**src/rtl/rtpl_pkg.sv**
```systemverilog
// shared types and constants for the routed track path length block
`default_nettype none

package rtpl_pkg;

    // width and ceiling of the path length result
    localparam int LEN_BITS = 17;
    localparam logic [LEN_BITS-1:0] LEN_MAX = {LEN_BITS{1'b1}};

    // length added when a group closes, and for a final single-track group
    localparam int GROUP_STEP = 2;
    localparam int SINGLE_STEP = 1;

    // paths this short report their track count
    localparam int SHORT_PATH = 2;

    // control bits of one track passed from the input stage to the core
    typedef struct packed {
        logic vertical;
        logic last;
    } track_ctrl_t;

endpackage

`default_nettype wire

```
**src/rtl/rtpl_track_stage.sv**
```systemverilog
// input register stage holding one track transaction
`default_nettype none

module rtpl_track_stage #(
    parameter int COORD_BITS = 10
) (
    input  wire                       clk,
    input  wire                       rst_n,
    input  wire                       in_valid,
    output logic                      in_ready,
    input  wire  [COORD_BITS-1:0]     track_row,
    input  wire  [COORD_BITS-1:0]     track_col,
    input  wire                       track_vertical,
    input  wire                       last_track,
    input  wire                       take,
    output logic                      stage_valid,
    output logic [COORD_BITS-1:0]     stage_row,
    output logic [COORD_BITS-1:0]     stage_col,
    output rtpl_pkg::track_ctrl_t     stage_ctrl
);

    logic                  valid_reg;
    logic                  valid_next;
    logic [COORD_BITS-1:0] row_reg;
    logic [COORD_BITS-1:0] col_reg;
    rtpl_pkg::track_ctrl_t ctrl_reg;
    logic                  load;

    // the stage refills whenever it is empty or its track moves on
    assign in_ready   = !valid_reg || take;
    assign load       = in_valid && in_ready;
    assign valid_next = load ? 1'b1 : (take ? 1'b0 : valid_reg);

    // valid flag
    always_ff @(posedge clk or negedge rst_n)
    begin
        if (!rst_n)
        begin
            valid_reg <= 1'b0;
        end
        else
        begin
            valid_reg <= valid_next;
        end
    end

    // payload, no reset
    always_ff @(posedge clk)
    begin
        if (load)
        begin
            row_reg           <= track_row;
            col_reg           <= track_col;
            ctrl_reg.vertical <= track_vertical;
            ctrl_reg.last     <= last_track;
        end
    end

    assign stage_valid = valid_reg;
    assign stage_row   = row_reg;
    assign stage_col   = col_reg;
    assign stage_ctrl  = ctrl_reg;

endmodule

`default_nettype wire

```
**src/rtl/rtpl_length_core.sv**
```systemverilog
// shared box tracking, length accumulation and result register
`default_nettype none

module rtpl_length_core #(
    parameter int COORD_BITS = 10,
    parameter int COUNT_BITS = 16
) (
    input  wire                              clk,
    input  wire                              rst_n,
    input  wire                              stage_valid,
    input  wire  [COORD_BITS-1:0]            stage_row,
    input  wire  [COORD_BITS-1:0]            stage_col,
    input  wire  rtpl_pkg::track_ctrl_t      stage_ctrl,
    input  wire                              count_every_track,
    output logic                             take,
    output logic                             out_valid,
    input  wire                              out_ready,
    output logic [rtpl_pkg::LEN_BITS-1:0]    path_len
);

    localparam int LEN_BITS  = rtpl_pkg::LEN_BITS;
    localparam int WIDE_BITS = ((COUNT_BITS > LEN_BITS) ? COUNT_BITS : LEN_BITS) + 1;
    localparam logic [COUNT_BITS-1:0] COUNT_MAX = {COUNT_BITS{1'b1}};

    // shared box set
    logic [1:0]                  box_valid_reg;
    logic [1:0]                  box_valid_next;
    logic [1:0][COORD_BITS-1:0]  box_row_reg;
    logic [1:0][COORD_BITS-1:0]  box_row_next;
    logic [1:0][COORD_BITS-1:0]  box_col_reg;
    logic [1:0][COORD_BITS-1:0]  box_col_next;
    logic                        many_reg;
    logic                        many_next;
    logic [LEN_BITS-1:0]         len_reg;
    logic [LEN_BITS-1:0]         len_next;
    logic [COUNT_BITS-1:0]       count_reg;
    logic [COUNT_BITS-1:0]       count_next;
    logic                        out_valid_reg;
    logic                        out_valid_next;
    logic [LEN_BITS-1:0]         path_len_reg;
    logic [LEN_BITS-1:0]         path_len_next;

    // boxes touched by the current track
    logic [COORD_BITS-1:0]       tb1_row;
    logic [COORD_BITS-1:0]       tb1_col;
    logic                        tb1_valid;
    logic [1:0]                  keep;
    logic                        fire;
    logic                        restart;
    logic [LEN_BITS:0]           len_plus;
    logic [LEN_BITS-1:0]         len_upd;
    logic [COUNT_BITS-1:0]       count_upd;
    logic [LEN_BITS:0]           grouped_len;
    logic [WIDE_BITS-1:0]        result_wide;

    // a track moves on unless it would produce a result into a full output register that is not being read
    assign take = !stage_ctrl.last || !out_valid_reg || out_ready;
    assign fire = stage_valid && take;

    // second box: left neighbor for horizontal, upper neighbor for vertical
    always_comb
    begin
        if (stage_ctrl.vertical)
        begin
            tb1_row   = stage_row - COORD_BITS'(1);
            tb1_col   = stage_col;
            tb1_valid = (stage_row != '0);
        end
        else
        begin
            tb1_row   = stage_row;
            tb1_col   = stage_col - COORD_BITS'(1);
            tb1_valid = (stage_col != '0);
        end
    end

    // which shared boxes the track also touches
    always_comb
    begin
        for (int i = 0; i < 2; i++)
        begin
            keep[i] = box_valid_reg[i] &&
                      (((box_row_reg[i] == stage_row) && (box_col_reg[i] == stage_col)) ||
                       (tb1_valid && (box_row_reg[i] == tb1_row) &&
                        (box_col_reg[i] == tb1_col)));
        end
    end

    assign restart   = (count_reg == '0) || (keep == 2'b00);
    assign len_plus  = {1'b0, len_reg} + (LEN_BITS+1)'(rtpl_pkg::GROUP_STEP);
    assign count_upd = (count_reg == COUNT_MAX) ? count_reg : count_reg + COUNT_BITS'(1);

    // length after a group closes, saturating
    always_comb
    begin
        if (count_reg == '0)
        begin
            len_upd = len_reg;
        end
        else if (keep != 2'b00)
        begin
            len_upd = len_reg;
        end
        else if (len_plus > {1'b0, rtpl_pkg::LEN_MAX})
        begin
            len_upd = rtpl_pkg::LEN_MAX;
        end
        else
        begin
            len_upd = len_plus[LEN_BITS-1:0];
        end
    end

    // grouped result and choice against the track count
    always_comb
    begin
        grouped_len = {1'b0, len_upd} +
                      (restart ? (LEN_BITS+1)'(rtpl_pkg::SINGLE_STEP)
                               : (LEN_BITS+1)'(rtpl_pkg::GROUP_STEP));
        if (count_every_track || (count_upd <= COUNT_BITS'(rtpl_pkg::SHORT_PATH)))
        begin
            result_wide = WIDE_BITS'(count_upd);
        end
        else
        begin
            result_wide = WIDE_BITS'(grouped_len);
        end
        if (result_wide > WIDE_BITS'(rtpl_pkg::LEN_MAX))
        begin
            path_len_next = rtpl_pkg::LEN_MAX;
        end
        else
        begin
            path_len_next = result_wide[LEN_BITS-1:0];
        end
    end

    // next path state
    always_comb
    begin
        box_valid_next = box_valid_reg;
        box_row_next   = box_row_reg;
        box_col_next   = box_col_reg;
        many_next      = many_reg;
        len_next       = len_reg;
        count_next     = count_reg;
        if (fire)
        begin
            if (stage_ctrl.last)
            begin
                box_valid_next = 2'b00;
                many_next      = 1'b0;
                len_next       = '0;
                count_next     = '0;
            end
            else
            begin
                count_next = count_upd;
                len_next   = len_upd;
                if (restart)
                begin
                    box_valid_next  = {tb1_valid, 1'b1};
                    box_row_next[0] = stage_row;
                    box_col_next[0] = stage_col;
                    box_row_next[1] = tb1_row;
                    box_col_next[1] = tb1_col;
                    many_next       = 1'b0;
                end
                else
                begin
                    box_valid_next = keep;
                    many_next      = 1'b1;
                end
            end
        end
    end

    // result register handshake
    always_comb
    begin
        out_valid_next = out_valid_reg && !out_ready;
        if (fire && stage_ctrl.last)
        begin
            out_valid_next = 1'b1;
        end
    end

    // control state
    always_ff @(posedge clk or negedge rst_n)
    begin
        if (!rst_n)
        begin
            box_valid_reg <= 2'b00;
            many_reg      <= 1'b0;
            len_reg       <= '0;
            count_reg     <= '0;
            out_valid_reg <= 1'b0;
        end
        else
        begin
            box_valid_reg <= box_valid_next;
            many_reg      <= many_next;
            len_reg       <= len_next;
            count_reg     <= count_next;
            out_valid_reg <= out_valid_next;
        end
    end

    // box coordinates and result payload, no reset
    always_ff @(posedge clk)
    begin
        box_row_reg <= box_row_next;
        box_col_reg <= box_col_next;
        if (fire && stage_ctrl.last)
        begin
            path_len_reg <= path_len_next;
        end
    end

    assign out_valid = out_valid_reg;
    assign path_len  = path_len_reg;

    // a last track always lands in the result register
    assert property (@(posedge clk) disable iff (!rst_n)
        fire && stage_ctrl.last |=> out_valid_reg)
        else $error("result missing after last track");

    // a completed path leaves no state behind
    assert property (@(posedge clk) disable iff (!rst_n)
        fire && stage_ctrl.last |=> (count_reg == '0) && (len_reg == '0))
        else $error("path state not cleared");

    // an empty path has no group and no shared boxes
    assert property (@(posedge clk) disable iff (!rst_n)
        (count_reg == '0) |-> !many_reg && (box_valid_reg == 2'b00))
        else $error("group state without tracks");

    // a running group always keeps at least one shared box
    assert property (@(posedge clk) disable iff (!rst_n)
        (count_reg != '0) |-> (box_valid_reg != 2'b00))
        else $error("open group with empty box set");

    // non-final tracks count up until saturation
    assert property (@(posedge clk) disable iff (!rst_n)
        fire && !stage_ctrl.last && (count_reg != COUNT_MAX)
        |=> count_reg == $past(count_reg) + COUNT_BITS'(1))
        else $error("track count did not advance");

endmodule

`default_nettype wire

```
**src/rtl/routed_track_path_length.sv**
```systemverilog
// Routed track path length: top level with the mode register.
// A track passes from the input register to the path state; on a last track
// path_len is then registered in the result register once that register can take it.
// Throughput: one track per cycle, unless a last track waits on a full result register that is not being read.
// Reset (rst_n low, asynchronous) clears the path state, both valid flags
// and count_every_track; a new path then starts with the next track.
`default_nettype none

module routed_track_path_length #(
    parameter int COORD_BITS = 10,
    parameter int COUNT_BITS = 16
) (
    input  wire                            clk,
    input  wire                            rst_n,
    input  wire                            in_valid,
    output logic                           in_ready,
    input  wire  [COORD_BITS-1:0]          track_row,
    input  wire  [COORD_BITS-1:0]          track_col,
    input  wire                            track_vertical,
    input  wire                            last_track,
    output logic                           out_valid,
    input  wire                            out_ready,
    output logic [rtpl_pkg::LEN_BITS-1:0]  path_len,
    input  wire                            cfg_valid,
    output logic                           cfg_ready,
    input  wire                            cfg_data
);

    logic                  count_every_track_reg;
    logic                  count_every_track_next;
    logic                  take;
    logic                  stage_valid;
    logic [COORD_BITS-1:0] stage_row;
    logic [COORD_BITS-1:0] stage_col;
    rtpl_pkg::track_ctrl_t stage_ctrl;

    // mode register, always writable
    assign cfg_ready              = 1'b1;
    assign count_every_track_next = cfg_valid ? cfg_data : count_every_track_reg;

    always_ff @(posedge clk or negedge rst_n)
    begin
        if (!rst_n)
        begin
            count_every_track_reg <= 1'b0;
        end
        else
        begin
            count_every_track_reg <= count_every_track_next;
        end
    end

    // input register
    rtpl_track_stage #(
        .COORD_BITS (COORD_BITS)
    ) u_stage (
        .clk            (clk),
        .rst_n          (rst_n),
        .in_valid       (in_valid),
        .in_ready       (in_ready),
        .track_row      (track_row),
        .track_col      (track_col),
        .track_vertical (track_vertical),
        .last_track     (last_track),
        .take           (take),
        .stage_valid    (stage_valid),
        .stage_row      (stage_row),
        .stage_col      (stage_col),
        .stage_ctrl     (stage_ctrl)
    );

    // path state and result register
    rtpl_length_core #(
        .COORD_BITS (COORD_BITS),
        .COUNT_BITS (COUNT_BITS)
    ) u_core (
        .clk               (clk),
        .rst_n             (rst_n),
        .stage_valid       (stage_valid),
        .stage_row         (stage_row),
        .stage_col         (stage_col),
        .stage_ctrl        (stage_ctrl),
        .count_every_track (count_every_track_reg),
        .take              (take),
        .out_valid         (out_valid),
        .out_ready         (out_ready),
        .path_len          (path_len)
    );

endmodule

`default_nettype wire

```
**config.mk**
```make
export PLATFORM = sky130hd
export DESIGN_NAME = routed_track_path_length
export DESIGN_NICKNAME = d
export VERILOG_FILES = /design/src/rtl/rtpl_pkg.sv /design/src/rtl/rtpl_track_stage.sv /design/src/rtl/rtpl_length_core.sv /design/src/rtl/routed_track_path_length.sv
export SDC_FILE = /design/constraint.sdc
export NUM_CORES = 1
export LEC_CHECK = 0
export ABC_AREA = 1
export BUFFER_PORTS_ARGS = -buffer_cell sky130_fd_sc_hd__buf_2
export CAP_MARGIN = 5
export CELL_PAD_IN_SITES_DETAIL_PLACEMENT = 0
export CELL_PAD_IN_SITES_GLOBAL_PLACEMENT = 1
export CORE_MARGIN = 2
export CORE_UTILIZATION = 42
export CTS_CLUSTER_DIAMETER = 50
export CTS_CLUSTER_SIZE = 30
export DETAILED_ROUTE_END_ITERATION = 12
export PLACE_DENSITY = 0.81
export SYNTH_ARGS = -nofsm -noshare
export SYNTH_HDL_FRONTEND = slang
export SYNTH_SLANG_ARGS = --single-unit
```
**constraint.sdc**
```tcl
create_clock -name clk -period 4.2 [get_ports clk]
set_clock_uncertainty 0.1 [all_clocks]
set_input_delay 0.63 -clock clk [delete_from_list [all_inputs] [get_ports clk]]
set_output_delay 0.63 -clock clk [all_outputs]
set_load 0.01 [all_outputs]
```
* Yosys cells after proc, flatten, opt, wreduce, memory -nomap -nowiden
Index checks and enable logic that the tools add are counted.
** Word-level totals
- Output and inout bits :: 20
- Word-level logic and storage cells :: 79
- Register bits after elaboration :: 117
** Operators by class
- Reduce and logical (&&, ||, !) cells :: 30
- Muxes and demuxes :: 16
- Equal/unequal tests :: 9
- $lt $le $gt $ge :: 3
- $add $sub $neg :: 5
- Bitwise logic cells :: 1
** Operators by type and width (count)
- 10-bit == test :: 8
- 17-bit two-way mux :: 4
- 18-bit by 17-bit greater-than comparator with 1-bit output, second input constant :: 2
- 16-bit two-way mux :: 2
- 10-bit two-way mux :: 2
- 10-bit nonzero test :: 2
- 10-bit by 1-bit subtractor with 10-bit output, second input constant :: 2
- 17-bit by 18-bit adder with 18-bit output :: 1
- 17-bit by 2-bit adder with 18-bit output, second input constant :: 1
- 18-bit two-way mux :: 1
- 16-bit by 1-bit adder with 16-bit output, second input constant :: 1
- 16-bit == test, second input constant :: 1
- 16-bit by 2-bit <= comparator with 1-bit output, second input constant :: 1
- 16-bit logical NOT :: 1
- 1-bit logical AND :: 12
- 1-bit logical OR :: 7
- 2-bit two-way mux :: 3
- 1-bit logical NOT :: 4
- 1-bit two-way mux :: 4
- 2-bit nonzero test :: 2
- 3-bit AND reduction :: 1
- 2-bit logical NOT :: 1
- 1-bit NOT :: 1

* Depth between registers and ports, before layout
- Word-level depth :: 13
- Mapped depth :: 34
- Gate-level depth less buffers :: 32

* Modules after synthesis
From an unflattened synthesis, not the netlist that was laid out.
** Second synthesis, totals
- Cells, all modules :: 1056
- Area, all modules :: 8157.8 µm²
** By module, submodules not included
- rtpl_length_core :: times used 1, area an instance 7400.8 µm², cells an instance 1021, seq. area each 2612.5 µm²
- rtpl_track_stage :: times used 1, area an instance 705.7 µm², cells an instance 28, seq. area each 685.7 µm²
- routed_track_path_length :: times used 1, area an instance 51.3 µm², cells an instance 7, seq. area each 25.0 µm²

* Worst setup path before layout
Ideal clock, no wire load.
- Path type :: register to register
- Start point :: register u_stage.row_reg[0] (netlist: u_stage.stage_row[0])
- End point :: register u_core.box_col_reg[0] in the netlist's numbering (enable)
- Library setup time :: 440 ps
- Stages on the path, launching flop included :: 19
- Path buffers :: 1
- Setup slack :: -111 ps
- Data required time :: 3660 ps
- Arrival :: 3771 ps
- Cell sequence :: edfxtp_1 inv_2 ha_1 nand2_4 nor3_4 nand2_2 or2_0 nand2_1 nor2_1 nand2_1 nor2_1 nand2_1 nand2_2 nand2_4 nand2_2 buf_6 inv_1 nor2_1 nor2_1
** Between the ends
- Word-level cells in the longest chain between the ends :: 10
- Elaborated cells between the ends (all ways) :: 21
- Those cells by class :: add/sub (1); eq/ne (4); mux (2); reduce/logical (14)
** Ends and longest elaborated chain
- start: declaration :: line rtpl_track_stage.sv:24 : logic [COORD_BITS-1:0] row_reg;
- start signal: assignment :: line rtpl_track_stage.sv:52 : row_reg <= track_row;
- 10-bit by 1-bit subtractor with 10-bit output :: line rtpl_length_core.sv:65 : tb1_row = stage_row - COORD_BITS'(1);
- 10-bit two-way mux :: line rtpl_length_core.sv:63 : if (stage_ctrl.vertical)
- 10-bit == test :: line rtpl_length_core.sv:84 : (tb1_valid && (box_row_reg[i] == tb1_row) &&
- 1-bit logical AND (2 in series) :: line rtpl_length_core.sv:84
- 1-bit logical OR :: line rtpl_length_core.sv:83 : (((box_row_reg[i] == stage_row) && (box_col_reg[i] == stage_col)) ||
- 1-bit logical AND :: line rtpl_length_core.sv:82 : keep[i] = box_valid_reg[i] &&
- 2-bit logical NOT (*) :: line rtpl_length_core.sv:89 : assign restart = (count_reg == '0) || (keep == 2'b00);
- 1-bit logical OR (*) :: line rtpl_length_core.sv:89
- 3-bit AND reduction (no line) (*)
- end signal: assignment :: line rtpl_length_core.sv:213 : box_col_reg <= box_col_next;
- end: declaration :: line rtpl_length_core.sv:30 : logic [1:0][COORD_BITS-1:0] box_col_reg;
Mark *: on every way between the ends. The rest lies on a longest branch, timed or not.
A chain may end at the register's enable or synchronous reset.

* Final worst setup path
- Start point :: register u_stage.row_reg[0] (netlist: u_stage.stage_row[0])
- End point :: register u_core.path_len_reg[7] (netlist: u_core.path_len[7]), data pin
** Between the ends
- Word-level cells in the longest chain between the ends :: 13
- Elaborated cells between the ends (all ways) :: 27
- Those cells by class :: add/sub (2); order compare (1); eq/ne (4); mux (6); reduce/logical (14)
** Ends and longest elaborated chain
- 10-bit by 1-bit subtractor with 10-bit output :: line rtpl_length_core.sv:65
- 10-bit two-way mux :: line rtpl_length_core.sv:63
- 10-bit == test :: line rtpl_length_core.sv:84
- 1-bit logical AND (2 in series) :: line rtpl_length_core.sv:84
- 1-bit logical OR :: line rtpl_length_core.sv:83
- 1-bit logical AND :: line rtpl_length_core.sv:82
- 2-bit nonzero test or 2-bit logical NOT (tied branches) :: line rtpl_length_core.sv:100, rtpl_length_core.sv:89
- 17-bit two-way mux or 1-bit logical OR (tied branches) :: line rtpl_length_core.sv:100, rtpl_length_core.sv:89
- 17-bit two-way mux or 2-bit two-way mux (tied branches) :: line rtpl_length_core.sv:96, rtpl_length_core.sv:118
- 17-bit by 18-bit adder with 18-bit output (*) :: line rtpl_length_core.sv:117 : grouped_len = {1'b0, len_upd} +
- 18-bit two-way mux (*) :: line rtpl_length_core.sv:120 : if (count_every_track || (count_upd <= COUNT_BITS'(rtpl_pkg::SHORT_PATH)))
- 18-bit by 17-bit greater-than comparator with 1-bit output :: line rtpl_length_core.sv:128 : if (result_wide > WIDE_BITS'(rtpl_pkg::LEN_MAX))
- end signal: assignment :: line rtpl_length_core.sv:216 : path_len_reg <= path_len_next;
- end: declaration :: line rtpl_length_core.sv:40 : logic [LEN_BITS-1:0] path_len_reg;
Marks and branches as above.

==> metrics.md <==
| Metric | Value |
|---|---|
| Internal power | `2.727 mW` |
| Final count of pins violating max slew | `0` |
| Synth Area in XOR/XNOR | `6.406%` |
| DR pass1 iterations | `5` |
| Vias per cell | `5.191` |
| # IOs | `48` |
| Reg clk slew, reported paths | `0.06 ns` |
| GPL Wtd Cong | `0.9023` |
| Starting Density | `42.98%` |
| CP Class | `flop to flop` |
| CP peak stage delay | `0.40 ns` |
| Sequential cell area fraction in the yosys report | `41.20%` |
| Post-synthesis cell type count | `48` |
| Post-synth EDFFs | `79` |
| CTS root buf | `clkbuf_16` |
| Post-Syn Area | `8066 um^2` |
| DP HPWL | `16230 um` |
| Design Area, Final | `9475 um^2` |
| Most common cell in the netlist | `nand2_1` |
| Worst-Skew Late Latency | `0.42 ns` |
| Yosys reg bits | `117` |
| Slew @ Worst Pin | `0.9972 ns` |
| Row count | `50` |
| Final core utilization | `50.49%` |
| Run status | `complete, no violations` |
| First-pass GRT wire length | `34930 um` |
| Top_reg_cell synth | `edfxtp_1` |
| DP Worst Slack | `0.04315 ns` |
| Hold Vio Cnt, Final | `0` |
| # clock sinks | `117` |
| Antenna diodes | `0` |
| Avg Inst Size Synth | `7.617 um^2` |
| Main area contributors after synthesis | `edfxtp_1, nand2_1, dfrtp_1` |
| Synth top area share | `29.41%` |
| Grt ovf | `0` |
| Final setup vio count | `0` |
| Area leader, netlist | `edfxtp_1` |
| Drc violations | `0` |
| Die area | `20330 um^2` |
| Port Buffers | `46` |
| Leak Pwr | `4.379 nW` |
| Area after DPL | `8641 um^2` |
| Synth-to-Final Area Change | `17.47%` |
| Final WS setup | `0.3019 ns` |
| H-tree levels | `4` |
| Max stage delay cell, worst path | `edfxtp_1` |
| Crit end category | `flop` |
| Relative slew margins | `33.52%` |
| Mux cell area share after synthesis | `0%` |
| Synth Instances | `1059` |
| Via count | `7210` |
| Total CTS buffers | `17` |
| Switching Power | `1.694 mW` |
| Fin cells | `1389` |
| Largest family of logic cells by synthesized area | `simple AND/OR/NAND/NOR gates` |
| WP data arrival | `4.08 ns` |
| Final Power | `4.421 mW` |
| Ys async rst share | `32.48%` |
| Post-synthesis adder-cell area fraction | `1.334%` |
| Setup Total Neg Slack | `0 ns` |
| Layout cells sized above 1 | `19.83%` |
| Comb power frac | `32.8%` |
| Max-cap violation count | `0` |
| Max Fclk | `0.2565 GHz` |
| Fin crit period | `3.898 ns` |
| Vias in the first global route | `6606` |
| Core box area | `18770 um^2` |
| DP Cell Count | `1342` |
| Die Wd | `142.6 um` |
| Post-synthesis simple-gate area fraction | `36.62%` |
| Cell Pwr Density | `466.6 nW/um^2` |
| Synth warn | `0` |
| Post-synthesis compound-gate area fraction | `6.298%` |
| Peak supply drop | `0.2691 mV` |
| Initial antenna violation count | `0` |
| CTS tree | `yes` |
| Reg power frac | `34.1%` |
| Die Y-Extent | `142.6 um` |
| CTS Hold Bufs | `0` |
| GRT Overall Usage | `22.29%` |
| Max clock buf depth | `2` |
| Final nets | `1178` |
| WL/cell | `15.96 um` |
| Pin count of the biggest net entering global routing | `43` |
| Hold_ws | `0.2595 ns` |
| Net Count, Synth | `1095` |
| ANT nets after route | `0` |
| CP Launch Type | `flop` |
| CP Max Fanout | `7` |
| Fin crit share | `92.81%` |
| Most common library cells after synthesis | `nand2_1, inv_1, nor2_1` |
| Number of DRC markers in iteration 0 | `704` |
| Final WL | `22170 um` |
| Worst EP required | `4.39 ns` |
| Clock power frac | `33.1%` |
| HP Class | `input port to asynchronous set/reset pin` |
| Switching share of power | `38.32%` |
[placed cells by master, fill, tap and decap left out, types with 19 or more instances in the layout]
cell type  synthesis  layout
o21ai_0           27      25
xor2_1            40      40
buf_2              4      46
edfxtp_1          79      79
inv_1            116     114
nor2_1           101      88
buf_4              2      36
nand4_1           28      28
o22ai_1           25      25
a21oi_1           19      19
nand2_1          326     323
nor3_1            19      19
xnor2_1           19      19
dfrtp_1           38      38
nand3_2           14      21
nand2_2           21      23
nand3_1           80      73
[worst paths after layout]
kind | startpoint | slack, ns | depth (start not counted) | endpoint
max | u_stage.stage_row[0]$_DFFE_PP_ | 0.30 | 26 | u_core.path_len[7]$_SDFFCE_PN1P_
min | rst_n | 0.26 | 1 | u_core.len_reg[16]$_DFFE_PN0P_
max reg2reg | u_stage.stage_row[0]$_DFFE_PP_ | 0.30 | 26 | u_core.path_len[7]$_SDFFCE_PN1P_
min reg2reg | u_stage.stage_col[1]$_DFFE_PP_ | 0.44 | 0 | u_core.box_col_reg[1]$_DFFE_PP_
max in group asynchronous | rst_n | 3.10 | 1 | u_core.count_reg[8]$_DFFE_PN0P_
min in group clk | track_row[0] | 0.28 | 1 | u_stage.stage_row[0]$_DFFE_PP_
[repair_timing]
action / 4_1_cts / 5_1_grt
buffers inserted: 0 / 14
hold endpoints to repair: 0 / 0
gates resized for setup: 0 / 36
setup endpoints to repair: 0 / 17
[critical path: cells and delay by family, from the launching register on]
kind            cells  cell delay [ns]
buf+inv             6             0.55
flops               1             0.40
xor+xnor            1             0.13
compound gates      3             0.36
fa+ha+maj           2             0.42
simple gates       14             1.79
[logic make-up after synthesis]
group,after synthesis
other,1
xor gates and xnor gates,59
adders and majority gates,8
AOI/OAI and AO/OA,84
DFF,117
and+or+nand+nor,637
buffers and inverters,153
[layer usage]
metal | share of wire, % | up-vias | global-route usage [%] | wire length (um)
li1 | - | 3636 | - | -
met1 | 49 | 3339 | 33.00 | 10950
met2 | 44 | 210 | 32.74 | 9721
met3 | 5.1 | 25 | 4.778 | 1126
met4 | 1.7 | 0 | 6.410 | 369
met5 | 0 | - | 0 | 0
[cell type report]
type / count / area [um^2]
Fill cell: 1862 / 9293
Multi-Input combinational cell: 790 / 4235
Tap cell: 234 / 292.8
Timing Repair Buffer: 84 / 540.5
Clock buffer: 18 / 429.2
Sequential cell: 117 / 3323
Clock inverter: 14 / 153.9
Inverter: 132 / 500.5
[power by group through the flow]
| stage | Combinational (mW) | Clock, mW | Sequential (mW) |
|---|---|---|---|
| 2_1_floorplan | 0.996 | 0 | 1.51 |
| 3_3_place_gp | 1.37 | 0 | 1.53 |
| 3_5_place_dp | 1.37 | 0 | 1.53 |
| 4_1_cts | 1.38 | 1.49 | 1.51 |
| 5_1_grt | 1.62 | 1.53 | 1.53 |
| 6_report | 1.45 | 1.46 | 1.51 |
Power figures use the tool's default switching activity.
